===== src/rtl/core/agc_pkg.sv =====
`timescale 1ns / 1ps
// agc_pkg: shared types and constants for the gain control core
// used by agc_ctrl, agc_dp, the top level and the checker; no dependencies

package agc_pkg;

    localparam int SAMPLE_W = 16;
    localparam int GAIN_W   = 24;
    localparam int LEVEL_W  = 15;
    localparam int RATE_W   = 16;
    localparam int ADDR_W   = 3;
    localparam int DATA_W   = 24;

    localparam logic [GAIN_W-1:0]  UNITY_GAIN       = 24'h010000;
    localparam logic [LEVEL_W-1:0] TARGET_DEFAULT   = 15'd16384;
    localparam logic [LEVEL_W-1:0] TARGET_RESET     = 15'd16384;
    localparam logic [GAIN_W-1:0]  MAX_GAIN_RESET   = 24'd262144;
    localparam logic [RATE_W-1:0]  ATTACK_RESET     = 16'd655;
    localparam logic [RATE_W-1:0]  DECAY_RESET      = 16'd66;
    localparam logic [LEVEL_W-1:0] GATE_RESET       = 15'd655;

    typedef enum logic [ADDR_W-1:0] {
        REG_TARGET_LEVEL = 3'd0,
        REG_MAX_GAIN     = 3'd1,
        REG_ATTACK_RATE  = 3'd2,
        REG_DECAY_RATE   = 3'd3,
        REG_GATE_LEVEL   = 3'd4
    } cfg_idx_t;

    // datapath commands; load_x may come with update
    typedef struct packed {
        logic load_x;
        logic mul_gain;
        logic limit;
        logic mul_rate;
        logic update;
    } dp_cmd_t;

endpackage


===== src/rtl/core/agc_ctrl.sv =====
`timescale 1ns / 1ps
// agc_ctrl: sequencing state machine for the gain control core
// depends on agc_pkg; drives the datapath through agc_pkg::dp_cmd_t

module agc_ctrl (
    input  logic             aclk,
    input  logic             aresetn,
    input  logic             s_valid,
    output logic             s_ready,
    output logic             m_valid,
    input  logic             m_ready,
    output agc_pkg::dp_cmd_t cmd
);

    typedef enum logic [4:0] {
        S_IDLE     = 5'b00001,
        S_MUL_GAIN = 5'b00010,
        S_LIMIT    = 5'b00100,
        S_MUL_RATE = 5'b01000,
        S_UPDATE   = 5'b10000
    } state_t;

    state_t state_reg, state_next;
    logic   m_valid_reg, m_valid_next;
    logic   out_free;
    logic   finish;
    logic   accept;

    assign out_free = !m_valid_reg || m_ready;
    assign finish   = (state_reg == S_UPDATE) && out_free;
    assign s_ready  = (state_reg == S_IDLE) || finish;
    assign accept   = s_valid && s_ready;
    assign m_valid  = m_valid_reg;

    always_comb begin
        state_next = state_reg;
        unique case (state_reg)
            S_IDLE: begin
                if (accept) begin
                    state_next = S_MUL_GAIN;
                end
            end
            S_MUL_GAIN: state_next = S_LIMIT;
            S_LIMIT:    state_next = S_MUL_RATE;
            S_MUL_RATE: state_next = S_UPDATE;
            S_UPDATE: begin
                if (finish) begin
                    state_next = accept ? S_MUL_GAIN : S_IDLE;
                end
            end
            default:    state_next = S_IDLE;
        endcase
    end

    always_comb begin
        m_valid_next = m_valid_reg;
        if (finish) begin
            m_valid_next = 1'b1;
        end else if (m_ready) begin
            m_valid_next = 1'b0;
        end
    end

    always_comb begin
        cmd          = '0;
        cmd.load_x   = accept;
        cmd.mul_gain = (state_reg == S_MUL_GAIN);
        cmd.limit    = (state_reg == S_LIMIT);
        cmd.mul_rate = (state_reg == S_MUL_RATE);
        cmd.update   = finish;
    end

    always_ff @(posedge aclk) begin
        if (!aresetn) begin
            state_reg   <= S_IDLE;
            m_valid_reg <= 1'b0;
        end else begin
            state_reg   <= state_next;
            m_valid_reg <= m_valid_next;
        end
    end

endmodule


===== src/rtl/core/agc_dp.sv =====
`timescale 1ns / 1ps
// agc_dp: gain control datapath with one shared multiplier, limiter and gain clamp
// depends on agc_pkg; sequenced by agc_ctrl

module agc_dp (
    input  logic                                aclk,
    input  logic                                aresetn,
    input  agc_pkg::dp_cmd_t                    cmd,
    input  logic                                cfg_wr_en,
    input  logic [agc_pkg::ADDR_W-1:0]          cfg_addr,
    input  logic [agc_pkg::DATA_W-1:0]          cfg_wdata,
    input  logic signed [agc_pkg::SAMPLE_W-1:0] s_sample_in,
    output logic signed [agc_pkg::SAMPLE_W-1:0] m_sample_out,
    output logic [agc_pkg::GAIN_W-1:0]          m_gain_used
);

    logic [agc_pkg::LEVEL_W-1:0] target_reg;
    logic [agc_pkg::GAIN_W-1:0]  max_gain_reg;
    logic [agc_pkg::RATE_W-1:0]  attack_reg;
    logic [agc_pkg::RATE_W-1:0]  decay_reg;
    logic [agc_pkg::LEVEL_W-1:0] gate_reg;
    logic [agc_pkg::GAIN_W-1:0]  gain_reg, gain_next;

    logic signed [15:0] x_reg;
    logic signed [41:0] prod_reg;
    logic signed [15:0] y_reg, y_next;
    logic signed [16:0] err_reg, err_next;
    logic               open_reg, open_next;
    logic signed [15:0] out_sample_reg;
    logic [23:0]        out_gain_reg;

    logic signed [16:0] mul_a;
    logic signed [24:0] mul_b;
    logic signed [41:0] mul_p;
    logic [15:0]        rate_sel;

    logic signed [41:0] lim_sum;
    logic signed [25:0] lim_r;
    logic [15:0]        y_abs;
    logic [15:0]        x_abs;
    logic [14:0]        tgt_eff;

    logic signed [41:0] upd_sum;
    logic signed [17:0] delta;
    logic signed [25:0] g_sum;
    logic [23:0]        gmax_eff;

    // shared multiplier: sample by gain, then error by rate
    assign rate_sel = err_reg[16] ? attack_reg : decay_reg;
    assign mul_a    = cmd.mul_gain ? 17'(x_reg) : err_reg;
    assign mul_b    = cmd.mul_gain ? $signed({1'b0, gain_reg})
                                   : $signed({9'b0, rate_sel});
    assign mul_p    = mul_a * mul_b;

    // round to Q1.15 and saturate
    assign tgt_eff = (target_reg == '0) ? agc_pkg::TARGET_DEFAULT : target_reg;
    assign lim_sum = prod_reg + 42'sd32768;
    assign lim_r   = lim_sum[41:16];

    always_comb begin
        if (lim_r > 26'sd32767) begin
            y_next = 16'sd32767;
        end else if (lim_r < -26'sd32768) begin
            y_next = -16'sd32768;
        end else begin
            y_next = lim_r[15:0];
        end
        y_abs     = y_next[15] ? 16'(~y_next + 16'sd1) : 16'(y_next);
        x_abs     = x_reg[15] ? 16'(~x_reg + 16'sd1) : 16'(x_reg);
        open_next = x_abs > {1'b0, gate_reg};
        err_next  = $signed({2'b00, tgt_eff}) - $signed({1'b0, y_abs});
    end

    // round delta to Q8.16, add it while the gate is open, then clamp
    assign gmax_eff = (max_gain_reg < agc_pkg::UNITY_GAIN) ? agc_pkg::UNITY_GAIN
                                                           : max_gain_reg;
    assign upd_sum  = prod_reg + 42'sd16384;
    assign delta    = upd_sum[32:15];

    always_comb begin
        g_sum = $signed({2'b00, gain_reg});
        if (open_reg) begin
            g_sum = g_sum + 26'(delta);
        end
        if (g_sum < $signed({2'b00, agc_pkg::UNITY_GAIN})) begin
            gain_next = agc_pkg::UNITY_GAIN;
        end else if (g_sum > $signed({2'b00, gmax_eff})) begin
            gain_next = gmax_eff;
        end else begin
            gain_next = g_sum[23:0];
        end
    end

    always_ff @(posedge aclk) begin
        if (!aresetn) begin
            target_reg   <= agc_pkg::TARGET_RESET;
            max_gain_reg <= agc_pkg::MAX_GAIN_RESET;
            attack_reg   <= agc_pkg::ATTACK_RESET;
            decay_reg    <= agc_pkg::DECAY_RESET;
            gate_reg     <= agc_pkg::GATE_RESET;
            gain_reg     <= agc_pkg::UNITY_GAIN;
        end else begin
            if (cfg_wr_en) begin
                unique case (cfg_addr)
                    agc_pkg::REG_TARGET_LEVEL: target_reg   <= cfg_wdata[14:0];
                    agc_pkg::REG_MAX_GAIN:     max_gain_reg <= cfg_wdata[23:0];
                    agc_pkg::REG_ATTACK_RATE:  attack_reg   <= cfg_wdata[15:0];
                    agc_pkg::REG_DECAY_RATE:   decay_reg    <= cfg_wdata[15:0];
                    agc_pkg::REG_GATE_LEVEL:   gate_reg     <= cfg_wdata[14:0];
                    default: ;
                endcase
            end
            if (cmd.update) begin
                gain_reg <= gain_next;
            end
        end
    end

    always_ff @(posedge aclk) begin
        if (cmd.load_x) begin
            x_reg <= s_sample_in;
        end
        if (cmd.mul_gain || cmd.mul_rate) begin
            prod_reg <= mul_p;
        end
        if (cmd.limit) begin
            y_reg    <= y_next;
            err_reg  <= err_next;
            open_reg <= open_next;
        end
        if (cmd.update) begin
            out_sample_reg <= y_reg;
            out_gain_reg   <= gain_reg;
        end
    end

    assign m_sample_out = out_sample_reg;
    assign m_gain_used  = out_gain_reg;

endmodule


===== src/rtl/core/agc_attack_decay_limiter_core.sv =====
`timescale 1ns / 1ps
// agc_attack_decay_limiter_core: per-sample automatic gain control with limiter
// depends on agc_pkg, agc_ctrl and agc_dp
//
// Usage:
//   s_valid/s_ready carry one Q1.15 sample per request on s_sample_in.
//   m_valid/m_ready return the limited sample (m_sample_out) and the Q8.16
//   gain that was applied to it (m_gain_used), one result per request.
//   cfg_wr_en/cfg_addr/cfg_wdata write the five settings (target level,
//   maximum gain, attack rate, decay rate, gate level); the user writes them
//   only while idle (the block does not enforce it); unknown addresses are ignored.
//   Each accepted sample passes the gain multiply, limit, rate multiply and
//   update steps; a new one is taken only as the last finishes, since the
//   single shared multiplier forms the gained sample and then the gain step.
//   Reset (aresetn low, synchronous) loads the default settings, sets the gain
//   to unity and empties the output register.
//   Stall: a finished result waits in the output register; the next request is
//   accepted and worked on meanwhile, and the block holds in its last step
//   until the output register frees.

module agc_attack_decay_limiter_core (
    input  logic                                aclk,
    input  logic                                aresetn,
    input  logic                                s_valid,
    output logic                                s_ready,
    input  logic signed [agc_pkg::SAMPLE_W-1:0] s_sample_in,
    output logic                                m_valid,
    input  logic                                m_ready,
    output logic signed [agc_pkg::SAMPLE_W-1:0] m_sample_out,
    output logic [agc_pkg::GAIN_W-1:0]          m_gain_used,
    input  logic                                cfg_wr_en,
    input  logic [agc_pkg::ADDR_W-1:0]          cfg_addr,
    input  logic [agc_pkg::DATA_W-1:0]          cfg_wdata
);

    agc_pkg::dp_cmd_t cmd;

    agc_ctrl u_ctrl (
        .aclk    (aclk),
        .aresetn (aresetn),
        .s_valid (s_valid),
        .s_ready (s_ready),
        .m_valid (m_valid),
        .m_ready (m_ready),
        .cmd     (cmd)
    );

    agc_dp u_dp (
        .aclk         (aclk),
        .aresetn      (aresetn),
        .cmd          (cmd),
        .cfg_wr_en    (cfg_wr_en),
        .cfg_addr     (cfg_addr),
        .cfg_wdata    (cfg_wdata),
        .s_sample_in  (s_sample_in),
        .m_sample_out (m_sample_out),
        .m_gain_used  (m_gain_used)
    );

endmodule


===== config.mk =====
export PLATFORM = sky130hd
export DESIGN_NAME = agc_attack_decay_limiter_core
export DESIGN_NICKNAME = d
export VERILOG_FILES = /design/src/rtl/core/agc_pkg.sv /design/src/rtl/core/agc_ctrl.sv /design/src/rtl/core/agc_dp.sv /design/src/rtl/core/agc_attack_decay_limiter_core.sv
export SDC_FILE = /design/constraint.sdc
export NUM_CORES = 2
export LEC_CHECK = 0
export BUFFER_PORTS_ARGS = -buffer_cell sky130_fd_sc_hd__buf_2
export CAP_MARGIN = 20
export CORE_ASPECT_RATIO = 0.8
export CORE_MARGIN = 3
export CORE_UTILIZATION = 60
export CTS_BUF_LIST = sky130_fd_sc_hd__clkbuf_16
export CTS_CLUSTER_DIAMETER = 100
export DETAILED_ROUTE_END_ITERATION = 7
export HOLD_SLACK_MARGIN = 0.15
export PLACE_DENSITY = 0.83
export SLEW_MARGIN = 0
export SYNTH_ARGS = -nofsm -noshare
export SYNTH_HDL_FRONTEND = slang
export SYNTH_SLANG_ARGS = --single-unit

===== constraint.sdc =====
create_clock -name aclk -period 21 [get_ports aclk]
set_input_delay 3.15 -clock aclk [delete_from_list [all_inputs] [get_ports aclk]]
set_output_delay 3.15 -clock aclk [all_outputs]
set_load 0.02 [all_outputs]

### Yosys cells after proc, flatten, opt, wreduce, memory -nomap -nowiden

Cells that the tools add are included.

| cells by class | value |
|---|---|
| $add $sub $neg | 6 |
| multipliers | 1 |
| div/mod/pow operators | 0 |
| order comparisons | 6 |
| equality and inequality tests | 11 |
| shift operators | 0 |
| mux-type cells | 18 |
| bitwise gates (word level) | 2 |
| reductions and logical operators | 15 |

Operators with widths:

| cell | number |
|---|---|
| $mux 24 | 4 |
| $mux 16 | 5 |
| $add 42x17->42 const B | 1 |
| $mul 17x25->42 | 1 |
| $add 33x16->33 const B | 1 |
| $add 16x2->16 const B | 2 |
| $not 16->16 | 2 |
| $add 25x18->26 | 1 |
| $gt 26x16->1 const B | 1 |
| $gt 26x25->1 | 1 |
| $lt 26x16->1 const B | 1 |
| $lt 26x18->1 const B | 1 |
| $mux 26 | 1 |
| $pmux 5 s5 | 1 |
| $lt 24x17->1 const B | 1 |
| $mux 17 | 1 |
| $sub 15x16->17 | 1 |
| $gt 16x15->1 | 1 |
| $logic_not 15->1 | 1 |
| $mux 15 | 1 |
| $reduce_and 2->1 | 6 |
| $mux 5 | 2 |
| $eq 3x2->1 const B | 2 |
| $eq 5x1->1 const B | 1 |
| other kinds (14) | 19 |

| word-level totals | value |
|---|---|
| flip-flop bits (word level) | 248 |
| latch bits | 0 |
| bits in writable memories | 0 |
| bits in read-only memories | 0 |
| input port bits | 48 |
| output and inout port bits | 42 |
| word-level logic and storage cells | 74 |
| memories kept | 0 |

### Longest topological paths before layout

| depth | value |
|---|---|
| depth in word-level cells | 8 |
| gate-level depth with buffers | 32 |
| depth with buffers taken out | 29 |

### Modules after synthesis

From an unflattened synthesis, not the netlist that was laid out.

| unflattened totals | value |
|---|---|
| cell total of the unflattened synthesis | 3,054 |
| area total of the unflattened synthesis | 27,054.7 sq um |

Modules (own cells, without submodules):

| module | times used | cells an instance | area an instance (sq um) | sequential area each (sq um) |
|---|---|---|---|---|
| agc_dp | 1 | 3,012 | 26,696.9 | 5,745.5 |
| agc_ctrl | 1 | 42 | 357.8 | 120.1 |

### Worst setup path after synthesis

Ideal clock, no wire load.

| timing path | value |
|---|---|
| path kind | reg2reg |
| start | reg u_ctrl.state_reg[2] |
| end | reg u_dp.prod_reg[35], data pin |
| library setup time | 0.266 ns |
| data arrival time | 7.602 ns |
| required time | 20.734 ns |
| slack | 13.132 ns |
| cell stages (with the launch flop) | 31 |
| path buffers | 3 |
| clock period less this slack | 7.868 ns |
| cells stage by stage | dfxtp_1 nor3_1 clkbuf_1 and2_1 clkbuf_1 nand2_1 nand2_1 clkbuf_1 nand2_1 fa_1 inv_1 fa_1 inv_1 fa_1 inv_1 fa_1 fa_1 inv_1 fa_1 inv_1 ha_1 a21oi_1 o21ai_0 or4_1 o21ai_1 a21oi_1 nor2_1 o311ai_1 a21oi_1 o221ai_1 xor2_1 |

| on the way | value |
|---|---|
| word-level cells in the longest chain between the ends | 3 |
| elaborated cells between the ends (all ways) | 4 |
| classes of those cells | mul: 1; eq/ne: 1; mux: 2 |

Ends and longest elaborated chain:

| what | RTL line | source |
|---|---|---|
| start: declaration | agc_ctrl.sv:23 | `state_t state_reg, state_next;` |
| start signal: assignment | agc_ctrl.sv:78 | `state_reg <= state_next;` |
| $eq 5x2->1 (*) | agc_ctrl.sv:67 | `cmd.mul_gain = (state_reg == S_MUL_GAIN);` |
| $mux 17 or $mux 24 (tied branches) | agc_dp.sv:50, agc_dp.sv:51 |  |
| $mul 17x25->42 (*) | agc_dp.sv:53 | `assign mul_p = mul_a * mul_b;` |
| named net u_dp.mul_p[35] | agc_dp.sv:34 | `logic signed [41:0] mul_p;` |
| end signal: assignment | agc_dp.sv:124 | `prod_reg <= mul_p;` |
| end: declaration | agc_dp.sv:25 | `logic signed [41:0] prod_reg;` |

Mark *: on every way through the listed nets, which the timed path passes. The rest lies on a longest branch.
A chain may end at the register's enable or synchronous reset.

### Worst setup path in the final report

Same ends and word-level chain as after synthesis.

==> results_dict.tcl <==
set metrics [dict create \
    outcome "complete, no violations" \
    peakVddDrop_mv 0.0608 \
    num-nets-final 3574 \
    grt_overflow_total 0 \
    finalPower_mw 1.63 \
    rsz0062_at_grt "false" \
    worst_slew_pin_slew_ps 1120 \
    postRouteAntennaNets 0 \
    synth.distinct_cells 84 \
    clock.fmax_mhz 106 \
    cts_tree "done" \
    finalCritPeriodShare 0.450 \
    die_height_um 194 \
    hold_viol_final 0 \
    fin_worst_skew_ps 44.3 \
    viasPerCell 6.12 \
    worstPathRequired_ps 21330 \
    io_buffers 89 \
    worst_slack_ps 11540 \
    placed_cell_area_sq_um 27400 \
    track_usage 0.346 \
    max-slew-margin-rel 0.256 \
    synth_edf_count 118 \
    crit_top_cell "fa_1" \
    critPathLaunchType "flop" \
    setup_tns_ps 0 \
    synth_cells 2972 \
    cts_buffer_depth 3 \
    num_vias 21743 \
    final_common_cell "nand2_1" \
    hold_buffers 0 \
    synth.avg_cell_area_sq_um 8.93 \
    gp_congestion 1.04 \
    dp_hpwl_mm 63.5 \
    synth_nets 3571 \
    ys_seq_elements 234 \
    drc 0 \
    pin_count 90 \
    postCtsSetupRepairBufs 0 \
    ys_async_sr_fraction 0 \
    die_w_um 241 \
    powerDensity_nw_per_um2 57.8 \
    ys_warn_count 0 \
    wl_per_cell_um 22.5 \
    crit_type "flop to flop" \
    numCtsBuffers 26 \
    fin_hold_ws_ps 419 \
    setup_violations 0 \
    post-route-util 0.651 \
    cp_slowest_cell "nor3_1" \
    final_cell_mix "489 x nand2_1, 433 x inv_1, 330 x fa_1, 238 x nor2_1, 221 x ha_1" \
    cts_root_buf "clkbuf_16" \
    cp_max_fo 69 \
    numClockSinks 234 \
    slew_viol_final 0 \
    core_region_area_sq_um 43400 \
    layout-drive-gt1-share 0.0725 \
    h-tree-depth 1 \
    stdcell_count 3555 \
    initial_core_util 0.612 \
    dp_cells 3506 \
    antenna_found_initial 0 \
    finalCriticalPeriod_ps 9460 \
    leakage_nw 13.0 \
    critPathMaxStageDelay_ps 900 \
    crit_buf_inv 6 \
    grt_pass1_wl_mm 125 \
    postRouteWirelength_mm 80.1 \
    insertion_delay_ps 600 \
    stdcell_area_sq_um 28200 \
    rows 68 \
    critical_path_arrival_ps 9790 \
    syn_to_final_growth_pct 6.35 \
    synth_area_sq_um 26600 \
    place_ws_ps 11750 \
    grt_max_degree 94 \
    hp-class "flop to flop" \
    path_delay_family "adder cells" \
    cts.clk_slew.worst_paths_ps 70 \
    drt_iter0_drc 2652 \
    dr.pass1.iters 6 \
    post_cts_resized 0 \
    die_area_sq_um 46800 \
    grt_pass1_vias 21806 \
    maxCapViolCount 0 \
    critPathCaptureType "flop" \
    largest_reg_flops 28 \
    yosys_most_used_dff "edfxtp_1" \
    seq_area_frac_synth 0.221 \
]
## worst paths after layout
path                                     startpoint                    to  slack [ps]  cells past startpoint
worst min-delay path                  u_dp.y_reg[8]  u_dp.m_sample_out[8]         420                      0
worst min register to register        u_dp.y_reg[8]  u_dp.m_sample_out[8]         420                      0
worst max-delay path            u_ctrl.state_reg[2]     u_dp.prod_reg[35]       11540                     27
worst max register to register  u_ctrl.state_reg[2]     u_dp.prod_reg[35]       11540                     27
## report_power, final
part	leakage [nW]	switching (mW)	total, mW	internal [mW]
logic	10.6	0.398	0.648	0.250
registers	1.97	0.0207	0.527	0.506
clock network	0.437	0.207	0.459	0.252
## synthesized netlist by cell type, types with 14 or more instances
cell | number | area [sq um]
nor2_1 | 239 | 897
a21boi_0 | 74 | 556
edfxtp_1 | 118 | 3540
fa_1 | 330 | 6610
xor2_1 | 31 | 272
mux2i_1 | 37 | 370
a21o_1 | 45 | 338
nor4_1 | 15 | 93.8
nand2_1 | 490 | 1840
mux2_2 | 19 | 214
and2_1 | 51 | 319
a31oi_1 | 14 | 87.6
nor3_1 | 21 | 105
nand2b_1 | 21 | 131
a22o_1 | 24 | 210
o211ai_1 | 30 | 225
nand4_1 | 26 | 163
xnor2_1 | 79 | 692
o21a_1 | 38 | 285
inv_1 | 428 | 1610
ha_1 | 221 | 2770
o21ai_0 | 61 | 305
and3_1 | 34 | 213
clkbuf_1 | 122 | 458
a21oi_1 | 85 | 425
dfxtp_1 | 116 | 2320
nor2b_1 | 20 | 125
nand3_1 | 42 | 210
## layout make-up
cell class              instances  area, sq um
diodes                          1         2.50
clock buffers                  29          726
clock inverters                18          135
fillers                      3489        15200
inverters                     430         1610
multi-input cells            2163        18500
flip-flops and latches        234         5870
well taps                     560          701
repair buffers                120          682
## cells by family after synthesis
kind of cell,synth area share
compound gates,0.113
xor+xnor,0.0363
mux,0.0220
fa+ha+maj,0.353
flops,0.221
simple gates,0.172
buf+inv,0.0829
## routing by layer
metal | up-vias | GRT usage | part of all wire
met5 | - | 0 | 0
li1 | 9646 | - | -
met1 | 10625 | 0.488 | 0.40
met4 | 0 | 0.118 | 0.044
met3 | 230 | 0.104 | 0.13
met2 | 1242 | 0.511 | 0.43
(Power assumes the default switching activity.)
